[src/hdl/aip_pkg.sv]
// Shared types and constants of the ASCII integer parser.
// No dependencies; the files that use it refer to it by scoped names.
package aip_pkg;

  // Field widths fixed by the interface.
  localparam int unsigned AccW     = 64;
  localparam int unsigned OffW     = 13;
  localparam int unsigned DigitW   = 6;
  localparam int unsigned RadixW   = 6;
  localparam int unsigned CfgIdxW  = 1;
  localparam int unsigned CfgDataW = 6;

  // Configuration register indexes.
  localparam logic [CfgIdxW-1:0] CfgRadix  = 1'b0;
  localparam logic [CfgIdxW-1:0] CfgSigned = 1'b1;

  // Signed 64-bit limits.
  localparam logic [AccW-1:0] LlongMax = {1'b0, {(AccW-1){1'b1}}};
  localparam logic [AccW-1:0] LlongMin = {1'b1, {(AccW-1){1'b0}}};

  // Parser phases, one-hot.
  typedef enum logic [5:0] {
    PhSpace    = 6'b000001,
    PhStart    = 6'b000010,
    PhZero     = 6'b000100,
    PhHexFirst = 6'b001000,
    PhDigits   = 6'b010000,
    PhDone     = 6'b100000
  } aip_phase_e;

  // One classified character as it waits in the queue.
  typedef struct packed {
    logic [DigitW-1:0] digit;   // 0..35, 36 when not a digit
    logic              blank;
    logic              sign;
    logic              minus;
    logic              is_x;
    logic              last;
  } aip_item_t;

  // Raw outcome of a string, before sign handling.
  typedef struct packed {
    logic [AccW-1:0] acc;
    logic [OffW-1:0] stop;
    logic            negative;
    logic            any_digit;
  } aip_raw_t;

endpackage

[src/hdl/aip_char_if.sv]
// Character channel of the integer parser: valid/ready plus one byte.
// Depends on nothing.
interface aip_char_if;
  logic       valid;
  logic       ready;
  logic [7:0] char_code;
  logic       last;

  modport source (output valid, char_code, last, input ready);
  modport sink   (input valid, char_code, last, output ready);
endinterface

[src/hdl/aip_result_if.sv]
// Result channel of the integer parser: valid/ready plus the parsed value.
// Depends on aip_pkg for field widths.
interface aip_result_if;
  logic                      valid;
  logic                      ready;
  logic [aip_pkg::AccW-1:0]  value;
  logic [aip_pkg::OffW-1:0]  end_offset;
  logic                      converted;
  logic                      range_error;

  modport source (output valid, value, end_offset, converted, range_error, input ready);
  modport sink   (input valid, value, end_offset, converted, range_error, output ready);
endinterface

[src/hdl/ascii_integer_parser.sv]
// Top level of the streaming ASCII integer parser: configuration
// registers, front end and back end. Depends on aip_pkg, aip_char_if,
// aip_result_if, aip_front and aip_back.
//
//   channel   direction  payload                                     item
//   in_ch     sink       char_code[7:0], last                        one character
//   out_ch    source     value[63:0], end_offset[12:0], converted,   one parsed string
//                        range_error
//   cfg       write      cfg_index_i[0], cfg_data_i[5:0]             register write
//
// One character per cycle is sustained unless a last character waits on full
// result registers; the back end's digit step is one combinational 64x6 multiply-add.
// A result goes from the queue through the raw result register to the output register.
// Reset is asynchronous and active low; there is no clearing pass.
// A two-entry queue and two result registers let either side stall alone.
module ascii_integer_parser #(
  parameter int unsigned MaxChars = 4096
) (
  input  logic                             clk_i,
  input  logic                             rst_ni,
  aip_char_if.sink                         in_ch,
  aip_result_if.source                     out_ch,
  input  logic                             cfg_we_i,
  input  logic [aip_pkg::CfgIdxW-1:0]      cfg_index_i,
  input  logic [aip_pkg::CfgDataW-1:0]     cfg_data_i
);

  logic [aip_pkg::RadixW-1:0] radix_q;
  logic                       signed_q;
  logic                       q_valid, q_ready;
  aip_pkg::aip_item_t         q_item;

  // Configuration registers.
  always_ff @(posedge clk_i or negedge rst_ni) begin
    if (!rst_ni) begin
      radix_q  <= '0;
      signed_q <= 1'b0;
    end else if (cfg_we_i) begin
      unique case (cfg_index_i)
        aip_pkg::CfgRadix:  radix_q  <= cfg_data_i[aip_pkg::RadixW-1:0];
        aip_pkg::CfgSigned: signed_q <= cfg_data_i[0];
        default: ;
      endcase
    end
  end

  aip_front u_front (
    .clk_i     (clk_i),
    .rst_ni    (rst_ni),
    .in_ch     (in_ch),
    .q_valid_o (q_valid),
    .q_item_o  (q_item),
    .q_ready_i (q_ready)
  );

  aip_back #(
    .MaxChars (MaxChars)
  ) u_back (
    .clk_i         (clk_i),
    .rst_ni        (rst_ni),
    .q_valid_i     (q_valid),
    .q_item_i      (q_item),
    .q_ready_o     (q_ready),
    .radix_i       (radix_q),
    .signed_mode_i (signed_q),
    .out_ch        (out_ch)
  );

endmodule

[src/hdl/aip_front.sv]
// Front end: accepts characters, classifies them and queues them.
// Depends on aip_pkg and aip_char_if.
module aip_front (
  input  logic                clk_i,
  input  logic                rst_ni,
  aip_char_if.sink            in_ch,
  output logic                q_valid_o,
  output aip_pkg::aip_item_t  q_item_o,
  input  logic                q_ready_i
);

  localparam int unsigned Depth = 2;
  localparam int unsigned PtrW  = 1;
  localparam int unsigned CntW  = 2;

  localparam logic [7:0] ChSpace = 8'h20;
  localparam logic [7:0] ChTab   = 8'h09;
  localparam logic [7:0] ChCr    = 8'h0D;
  localparam logic [7:0] ChPlus  = 8'h2B;
  localparam logic [7:0] ChMinus = 8'h2D;
  localparam logic [7:0] ChLowX  = 8'h78;
  localparam logic [7:0] ChUpX   = 8'h58;
  localparam logic [7:0] Ch0     = 8'h30;
  localparam logic [7:0] Ch9     = 8'h39;
  localparam logic [7:0] ChLowA  = 8'h61;
  localparam logic [7:0] ChLowZ  = 8'h7A;
  localparam logic [7:0] ChUpA   = 8'h41;
  localparam logic [7:0] ChUpZ   = 8'h5A;
  localparam logic [aip_pkg::DigitW-1:0] NoDigit = 6'd36;

  aip_pkg::aip_item_t        entries_q [Depth];
  logic [PtrW-1:0]           wr_ptr_q, rd_ptr_q;
  logic [CntW-1:0]           count_q;
  aip_pkg::aip_item_t        item_cls;
  logic [7:0]                c;
  logic                      push, pop;

  assign c = in_ch.char_code;

  // Character classification.
  always_comb begin
    item_cls = '0;
    if (c >= Ch0 && c <= Ch9) begin
      item_cls.digit = 6'(c - Ch0);
    end else if (c >= ChLowA && c <= ChLowZ) begin
      item_cls.digit = 6'(c - ChLowA + 8'd10);
    end else if (c >= ChUpA && c <= ChUpZ) begin
      item_cls.digit = 6'(c - ChUpA + 8'd10);
    end else begin
      item_cls.digit = NoDigit;
    end
    item_cls.blank = (c == ChSpace) || (c >= ChTab && c <= ChCr);
    item_cls.sign  = (c == ChPlus) || (c == ChMinus);
    item_cls.minus = (c == ChMinus);
    item_cls.is_x  = (c == ChLowX) || (c == ChUpX);
    item_cls.last  = in_ch.last;
  end

  // Two-entry queue toward the back end.
  assign in_ch.ready = (count_q != CntW'(Depth));
  assign push        = in_ch.valid && in_ch.ready;
  assign q_valid_o   = (count_q != '0);
  assign q_item_o    = entries_q[rd_ptr_q];
  assign pop         = q_valid_o && q_ready_i;

  always_ff @(posedge clk_i) begin
    if (push) begin
      entries_q[wr_ptr_q] <= item_cls;
    end
  end

  always_ff @(posedge clk_i or negedge rst_ni) begin
    if (!rst_ni) begin
      wr_ptr_q <= '0;
      rd_ptr_q <= '0;
      count_q  <= '0;
    end else begin
      if (push) wr_ptr_q <= wr_ptr_q + PtrW'(1);
      if (pop)  rd_ptr_q <= rd_ptr_q + PtrW'(1);
      if (push && !pop) begin
        count_q <= count_q + CntW'(1);
      end else if (pop && !push) begin
        count_q <= count_q - CntW'(1);
      end
    end
  end

endmodule

[src/hdl/aip_back.sv]
// Back end: runs the parse state machine on queued characters and
// finishes each string into the result register. Depends on aip_pkg and aip_result_if.
module aip_back #(
  parameter int unsigned MaxChars = 4096
) (
  input  logic                            clk_i,
  input  logic                            rst_ni,
  input  logic                            q_valid_i,
  input  aip_pkg::aip_item_t              q_item_i,
  output logic                            q_ready_o,
  input  logic [aip_pkg::RadixW-1:0]      radix_i,
  input  logic                            signed_mode_i,
  aip_result_if.source                    out_ch
);

  localparam int unsigned PosW = $clog2(MaxChars + 1);
  localparam logic [PosW-1:0] PosMax = PosW'(MaxChars);
  localparam int unsigned AccW = aip_pkg::AccW;
  localparam logic [aip_pkg::RadixW-1:0] RadixAuto = 6'd0;
  localparam logic [aip_pkg::RadixW-1:0] Radix8    = 6'd8;
  localparam logic [aip_pkg::RadixW-1:0] Radix10   = 6'd10;
  localparam logic [aip_pkg::RadixW-1:0] Radix16   = 6'd16;

  function automatic logic [PosW-1:0] sat_inc(input logic [PosW-1:0] v);
    return (v >= PosMax) ? PosMax : v + PosW'(1);
  endfunction

  aip_pkg::aip_phase_e          phase_q, phase_d;
  logic [AccW-1:0]              acc_q, acc_d, mac;
  logic                         neg_q, neg_d, any_q, any_d;
  logic [aip_pkg::RadixW-1:0]   base_q, base_d, base_begin, base_zero;
  logic [PosW-1:0]              pos_q, pos_d, dstart_q, dstart_d, stop_q, stop_d;
  logic                         begin_zero, begin_ok;

  aip_pkg::aip_raw_t            raw_q, raw_d;
  logic                         raw_valid_q, raw_ready, out_load;
  logic [PosW-1:0]              stop_f;
  logic                         step;

  logic                         out_valid_q;
  logic [AccW-1:0]              value_q, value_d;
  logic [aip_pkg::OffW-1:0]     off_q;
  logic                         conv_q, range_q, range_d;

  // Digit accumulation; the multiplier is 64 by 6 bits.
  assign mac = acc_q * AccW'(base_q) + AccW'(q_item_i.digit);

  // Base chosen at the start of the number and after a leading zero.
  assign base_begin = (radix_i == RadixAuto) ? Radix10 : radix_i;
  assign base_zero  = (radix_i == RadixAuto) ? Radix8 : Radix16;
  assign begin_zero = ((radix_i == RadixAuto) || (radix_i == Radix16)) &&
                      (q_item_i.digit == '0);
  assign begin_ok   = (q_item_i.digit < base_begin);

  // Next parse state for the character at the head of the queue.
  always_comb begin
    phase_d  = phase_q;
    acc_d    = acc_q;
    neg_d    = neg_q;
    any_d    = any_q;
    base_d   = base_q;
    dstart_d = dstart_q;
    stop_d   = stop_q;
    pos_d    = sat_inc(pos_q);
    unique case (phase_q)
      aip_pkg::PhSpace, aip_pkg::PhStart: begin
        if (phase_q == aip_pkg::PhSpace && q_item_i.blank) begin
          // Leading white space is skipped.
        end else if (phase_q == aip_pkg::PhSpace && q_item_i.sign) begin
          neg_d    = q_item_i.minus;
          dstart_d = sat_inc(pos_q);
          phase_d  = aip_pkg::PhStart;
        end else begin
          if (phase_q == aip_pkg::PhSpace) dstart_d = pos_q;
          if (begin_zero) begin
            phase_d = aip_pkg::PhZero;
          end else begin
            base_d = base_begin;
            if (begin_ok) begin
              acc_d   = AccW'(q_item_i.digit);
              any_d   = 1'b1;
              phase_d = aip_pkg::PhDigits;
            end else begin
              stop_d  = '0;
              phase_d = aip_pkg::PhDone;
            end
          end
        end
      end
      aip_pkg::PhZero: begin
        if (q_item_i.is_x) begin
          base_d  = Radix16;
          phase_d = aip_pkg::PhHexFirst;
        end else begin
          base_d = base_zero;
          any_d  = 1'b1;
          if (q_item_i.digit < base_zero) begin
            acc_d   = AccW'(q_item_i.digit);
            phase_d = aip_pkg::PhDigits;
          end else begin
            acc_d   = '0;
            stop_d  = pos_q;
            phase_d = aip_pkg::PhDone;
          end
        end
      end
      aip_pkg::PhHexFirst: begin
        if (q_item_i.digit < Radix16) begin
          acc_d   = AccW'(q_item_i.digit);
          any_d   = 1'b1;
          phase_d = aip_pkg::PhDigits;
        end else begin
          stop_d  = sat_inc(dstart_q);
          phase_d = aip_pkg::PhDone;
        end
      end
      aip_pkg::PhDigits: begin
        if (q_item_i.digit < base_q) begin
          acc_d = mac;
          any_d = 1'b1;
        end else begin
          stop_d  = any_q ? pos_q : '0;
          phase_d = aip_pkg::PhDone;
        end
      end
      aip_pkg::PhDone: begin
        // Characters after the stop are ignored.
      end
      default: begin
        phase_d = aip_pkg::PhSpace;
      end
    endcase
  end

  // End of string: the end acts like a NUL after the last character.
  always_comb begin
    raw_d          = '0;
    raw_d.acc      = acc_d;
    raw_d.negative = neg_d;
    raw_d.any_digit = any_d;
    unique case (phase_d)
      aip_pkg::PhZero: begin
        raw_d.acc       = '0;
        raw_d.any_digit = 1'b1;
        stop_f          = pos_d;
      end
      aip_pkg::PhHexFirst: stop_f = sat_inc(dstart_d);
      aip_pkg::PhDigits:   stop_f = any_d ? pos_d : '0;
      aip_pkg::PhDone:     stop_f = stop_d;
      default:             stop_f = '0;
    endcase
    raw_d.stop = aip_pkg::OffW'(stop_f);
  end

  // Handshakes between queue, raw result stage and output register.
  assign out_load  = raw_valid_q && (!out_valid_q || out_ch.ready);
  assign raw_ready = !raw_valid_q || out_load;
  assign q_ready_o = !q_item_i.last || raw_ready;
  assign step      = q_valid_i && q_ready_o;

  always_ff @(posedge clk_i or negedge rst_ni) begin
    if (!rst_ni) begin
      phase_q  <= aip_pkg::PhSpace;
      acc_q    <= '0;
      neg_q    <= 1'b0;
      any_q    <= 1'b0;
      base_q   <= '0;
      pos_q    <= '0;
      dstart_q <= '0;
      stop_q   <= '0;
    end else if (step) begin
      if (q_item_i.last) begin
        phase_q  <= aip_pkg::PhSpace;
        acc_q    <= '0;
        neg_q    <= 1'b0;
        any_q    <= 1'b0;
        base_q   <= '0;
        pos_q    <= '0;
        dstart_q <= '0;
        stop_q   <= '0;
      end else begin
        phase_q  <= phase_d;
        acc_q    <= acc_d;
        neg_q    <= neg_d;
        any_q    <= any_d;
        base_q   <= base_d;
        pos_q    <= pos_d;
        dstart_q <= dstart_d;
        stop_q   <= stop_d;
      end
    end
  end

  // Raw result stage.
  always_ff @(posedge clk_i or negedge rst_ni) begin
    if (!rst_ni) begin
      raw_valid_q <= 1'b0;
    end else if (step && q_item_i.last) begin
      raw_valid_q <= 1'b1;
    end else if (out_load) begin
      raw_valid_q <= 1'b0;
    end
  end

  always_ff @(posedge clk_i) begin
    if (step && q_item_i.last) begin
      raw_q <= raw_d;
    end
  end

  // Sign handling: saturate in signed mode, wrap otherwise.
  always_comb begin
    range_d = 1'b0;
    if (signed_mode_i) begin
      if (raw_q.negative) begin
        if (raw_q.acc > aip_pkg::LlongMin) begin
          value_d = aip_pkg::LlongMin;
          range_d = 1'b1;
        end else begin
          value_d = '0 - raw_q.acc;
        end
      end else if (raw_q.acc > aip_pkg::LlongMax) begin
        value_d = aip_pkg::LlongMax;
        range_d = 1'b1;
      end else begin
        value_d = raw_q.acc;
      end
    end else begin
      value_d = raw_q.negative ? ('0 - raw_q.acc) : raw_q.acc;
    end
  end

  // Output register.
  always_ff @(posedge clk_i or negedge rst_ni) begin
    if (!rst_ni) begin
      out_valid_q <= 1'b0;
    end else if (out_load) begin
      out_valid_q <= 1'b1;
    end else if (out_ch.ready) begin
      out_valid_q <= 1'b0;
    end
  end

  always_ff @(posedge clk_i) begin
    if (out_load) begin
      value_q <= value_d;
      off_q   <= raw_q.stop;
      conv_q  <= raw_q.any_digit;
      range_q <= range_d;
    end
  end

  assign out_ch.valid       = out_valid_q;
  assign out_ch.value       = value_q;
  assign out_ch.end_offset  = off_q;
  assign out_ch.converted   = conv_q;
  assign out_ch.range_error = range_q;

endmodule

[src/flat_wrapper.sv]
// flat-port wrapper written by rule: the top's interface ports become plain ports
module ascii_integer_parser_flat 
#(
  parameter int unsigned MaxChars = 4096
)
  (clk_i, rst_ni, cfg_we_i, cfg_index_i, cfg_data_i, in_ch_valid, in_ch_char_code, in_ch_last, in_ch_ready, out_ch_valid, out_ch_value, out_ch_end_offset, out_ch_converted, out_ch_range_error, out_ch_ready);
  aip_char_if in_ch_i ();
  aip_result_if out_ch_i ();
  input  logic clk_i;
  input  logic rst_ni;
  input  logic cfg_we_i;
  input  logic [aip_pkg::CfgIdxW-1:0] cfg_index_i;
  input  logic [aip_pkg::CfgDataW-1:0] cfg_data_i;
  input wire logic [$bits(in_ch_i.valid)-1:0] in_ch_valid;
  input wire logic [$bits(in_ch_i.char_code)-1:0] in_ch_char_code;
  input wire logic [$bits(in_ch_i.last)-1:0] in_ch_last;
  output wire logic [$bits(in_ch_i.ready)-1:0] in_ch_ready;
  output wire logic [$bits(out_ch_i.valid)-1:0] out_ch_valid;
  output wire logic [$bits(out_ch_i.value)-1:0] out_ch_value;
  output wire logic [$bits(out_ch_i.end_offset)-1:0] out_ch_end_offset;
  output wire logic [$bits(out_ch_i.converted)-1:0] out_ch_converted;
  output wire logic [$bits(out_ch_i.range_error)-1:0] out_ch_range_error;
  input wire logic [$bits(out_ch_i.ready)-1:0] out_ch_ready;
  assign in_ch_i.valid = in_ch_valid;
  assign in_ch_i.char_code = in_ch_char_code;
  assign in_ch_i.last = in_ch_last;
  assign in_ch_ready = in_ch_i.ready;
  assign out_ch_valid = out_ch_i.valid;
  assign out_ch_value = out_ch_i.value;
  assign out_ch_end_offset = out_ch_i.end_offset;
  assign out_ch_converted = out_ch_i.converted;
  assign out_ch_range_error = out_ch_i.range_error;
  assign out_ch_i.ready = out_ch_ready;
  ascii_integer_parser #(.MaxChars(MaxChars)) u_core (.clk_i(clk_i), .rst_ni(rst_ni), .in_ch(in_ch_i), .out_ch(out_ch_i), .cfg_we_i(cfg_we_i), .cfg_index_i(cfg_index_i), .cfg_data_i(cfg_data_i));
endmodule
[config.mk]
export PLATFORM = sky130hd
export DESIGN_NAME = ascii_integer_parser_flat
export DESIGN_NICKNAME = d
export VERILOG_FILES = /design/src/hdl/aip_pkg.sv /design/src/hdl/aip_char_if.sv /design/src/hdl/aip_result_if.sv /design/src/hdl/ascii_integer_parser.sv /design/src/hdl/aip_front.sv /design/src/hdl/aip_back.sv /design/src/flat_wrapper.sv
export SDC_FILE = /design/constraint.sdc
export NUM_CORES = 2
export LEC_CHECK = 0
export ABC_AREA = 1
export BUFFER_PORTS_ARGS = -buffer_cell sky130_fd_sc_hd__buf_4
export CAP_MARGIN = 10
export CORE_ASPECT_RATIO = 1.1
export CORE_MARGIN = 3
export CORE_UTILIZATION = 40
export CTS_CLUSTER_DIAMETER = 120
export DETAILED_ROUTE_END_ITERATION = 10
export PLACE_DENSITY_LB_ADDON = 0.3
export SLEW_MARGIN = 0
export SYNTH_ARGS = -nofsm -noshare
export SYNTH_HDL_FRONTEND = slang
export SYNTH_SLANG_ARGS = --single-unit
[constraint.sdc]
create_clock -name clk_i -period 6.7 [get_ports clk_i]
set_input_delay 0.335 -clock clk_i [delete_from_list [all_inputs] [get_ports clk_i]]
set_output_delay 0.335 -clock clk_i [all_outputs]
set_load 0.02 [all_outputs]
==> flow_summary.json <==
{
  "status": "finished, final reports clean",
  "hold-path-cell-count": 3,
  "drc": 0,
  "fp.dieH_um": 301,
  "worstMarginPinSlew_ns": 1.10,
  "seqCellArea_um2": 8670,
  "synth_seq_area_share_pct": 27.3,
  "grt_overflow": 0,
  "fin_nets": 4860,
  "setup_tns_ns": 0,
  "multiInputGateArea_um2": 19400,
  "via_per_inst": 5.24,
  "synth-seq-cells": 310,
  "p_per_area_nw_per_um2": 346,
  "finalPower_w": 0.0120,
  "cts_resized": 0,
  "fp.dieArea_um2": 82800,
  "r2r-end": "u_core.u_back.raw_q[78]",
  "fill_cells": 8067,
  "finalMaxSlewViolations": 0,
  "synth_fp_nets": 4858,
  "critPathSlowestCell": "dfrtp_2",
  "root_buffer": "clkbuf_16",
  "cts_tree": "done",
  "initial_core_util_pct": 40.7,
  "diodes": 0,
  "antenna_found_initial": 0,
  "fmax_mhz": 175,
  "met3_length_um": 5860,
  "syn_area_um2": 31700,
  "min_period_ns": 5.72,
  "drv_cap": 0,
  "grt_pass1_vias": 28700,
  "pin_count": 102,
  "cpPeakStageDelay_ns": 0.86,
  "synth.avg_cell_area_um2": 7.15,
  "postRouteAntennaNets": 0,
  "synthArstFlopShare_pct": 41.9,
  "synth_top_area_cell": "nand2_1",
  "cp-end-kind": "flop",
  "synth_ff_type": "edfxtp_1",
  "wl_met1_um": 45900,
  "ctsLongestPathBuffers": 3,
  "final_hold_viol_count": 0,
  "cts_buffers": 39,
  "grt_start_max_net_pins": 77,
  "clock_latency_ns": 0.58,
  "crit_top_cell": "nand2_1",
  "r2r_start": "u_core.u_back.base_q[4]",
  "crit_required_ns": 7.04,
  "num_vias": 28900,
  "post_drt_wl_per_cell_um": 19.4,
  "crit_buf_inv": 3,
  "grt_pass1_wl_um": 168000,
  "area_delta_synth_final_pct": 9.34,
  "skew_ns": 0.0215,
  "vdd_drop_max_uv": 362,
  "critPathLaunchType": "flop",
  "crit_chain": "buf_4 > nand2_1 > inv_1 > fa_1 > fa_1 > fa_1 > ha_1 > ha_1 > nand2_1 > nor2_1 > nand2_1 > nor2_1 > and3_1 > nand2_1 > nand2_1 > nand2_1 > nand3_1 > nand3_1 > nand2_1 > inv_1",
  "path_class": "flop to flop",
  "clock-sinks": 310,
  "ys_warn_count": 0,
  "final_cell_mix": "1452 x nand2_1, 781 x inv_1, 313 x nor2_1, 266 x nand3_1, 240 x fa_1",
  "hp-start": "cfg_data_i[3]",
  "rows": 107,
  "top_layer": "met4",
  "slew_headroom_pct": 26.5,
  "port_buffers": 101,
  "hold_end": "u_core.radix_q[3]",
  "setup_viol": 0,
  "syn_inst": 4440,
  "track_usage_pct": 26.0,
  "dr.pass1.iters": 6,
  "die_w_um": 275,
  "yosysTopAreaCellShare_pct": 17.2,
  "core_area_um2": 78100,
  "rsz0062_at_grt": "false",
  "power_leakage_nw": 19.5,
  "worst-r2r-cell-count": 20,
  "dp_hpwl_um": 83400,
  "rrSetupSlack_ns": 0.98,
  "crit_family": "adder cells",
  "min-delay-path-class": "input pin to flop",
  "place_congestion": 0.973,
  "totalWireLength_um": 107000,
  "crit_path_max_fanout": 35,
  "drive_above_1_share_pct": 6.06,
  "fin_crit_sh_pct": 85.4,
  "post_cts_buffers": 0,
  "cts_hold_buf": 4,
  "synthTopCellsByArea": "nand2_1 17%, edfxtp_1 17%, fa_1 15%, dfrtp_1 10%, inv_1 9.2%",
  "layout_commonest_cell": "nand2_1",
  "synth_cell_types": 54,
  "drtIter0Drc": 2630,
  "arrival_ns": 6.06,
  "wl_met2_um": 50200,
  "htreeDepth": 2,
  "synth_edf_count": 180,
  "path_clk_slew_ns": 0.06
}
-- tightest hold or removal path, cell delays in order --
cell and delay (ns):
buf_4 0.08, nor2_1 0.03, a21oi_1 0.10
-- flip-flops by register name, summed over array words and instances (netlist names) --
signal and count:
u_core.signed_q 1, u_core.u_front.rd_ptr_q 1, u_core.u_front.count_q 2, u_core.u_back.out_ch.end_offset 13
u_core.radix_q 6, u_core.u_front.entries_q 22, u_core.u_back.acc_q 64, u_core.u_back.neg_q 1
u_core.u_back.any_q 1, u_core.u_back.out_ch.valid 1, u_core.u_back.phase_q 6, u_core.u_back.pos_q 13
u_core.u_back.dstart_q 13, u_core.u_back.base_q 6, u_core.u_back.raw_q 79, u_core.u_back.raw_valid_q 1
u_core.u_back.out_ch.range_error 1, u_core.u_front.wr_ptr_q 1, u_core.u_back.out_ch.value 64, u_core.u_back.stop_q 13
u_core.u_back.out_ch.converted 1
-- cell families after synthesis --
kind of cell,count (synthesis),synth area share (%)
XOR/XNOR,84,2.32
flip-flops,310,27.3
AO/OA/AOI/OAI,439,8.03
buffers and inverters,967,11.8
AND/OR/NAND/NOR,2243,29.3
adder cells (fa/ha/maj),397,21.3
-- worst max path at each step --
stage	startpoint	end	slack, ns	cells after the start
floorplan	u_core.u_back.base_q[5]	u_core.u_back.raw_q[39]	1.63	20
global placement	u_core.u_back.base_q[4]	u_core.u_back.raw_q[42]	1.02	21
detailed placement	u_core.u_back.base_q[4]	u_core.u_back.raw_q[78]	0.99	20
CTS	u_core.u_back.base_q[4]	u_core.u_back.raw_q[78]	0.98	20
global route	u_core.u_back.base_q[4]	u_core.u_back.raw_q[78]	0.68	20
finish	u_core.u_back.base_q[4]	u_core.u_back.raw_q[78]	0.98	20
-- report_power, final --
group	internal, W	switching, W
clock	0.00123	0.000924
sequential	0.00291	0.000673
combinational	0.00180	0.00446
-- synthesized netlist by cell type, drive strengths merged (28+ instances only) --
library cell and n:
o22ai 29, nand4 69, nand2 1471, edfxtp 180, xor2 67, buf 83
a21oi 171, inv 788, fa 240, nor2 328, nor3 52, o211ai 35
dfrtp 129, o221ai 28, ha 157, nand3 268, clkbuf 96, o21ai 141
-- through the flow --
stage | setup WS (ns) | cells | hold slack, ns | util (%) | instance area [µm²]
floorplan | 1.63 | 4440 | 0.0394 | - | 31700
global placement | 1.02 | 5431 | 0.403 | 42.7 | 33400
detailed placement | 0.989 | 5431 | 0.405 | 42.7 | 33400
CTS | 0.978 | 5506 | 0.00320 | 44.4 | 34700
global route | 0.677 | 5507 | 0.0303 | 44.5 | 34700
finish | 0.981 | 5507 | 0.0285 | 44.5 | 34700
-- routing by layer --
metal	vias up	GRT usage (%)
met1	13800	34.7
met4	0	10.8
li1	13900	-
met2	937	43.0
met3	186	2.65
met5	-	0
-- layout make-up --
| type | instances | share of cell area [%] |
|---|---|---|
| multi-input combinational | 3163 | 55.9 |
| timing repair buffer | 140 | 3.21 |
| sequential | 310 | 25.0 |
| clock buffer | 48 | 3.09 |
| tap | 1035 | 3.73 |
| clock inverter | 23 | 0.620 |
| inverter | 788 | 8.52 |
No activity file was read; power rests on OpenSTA's default activity.
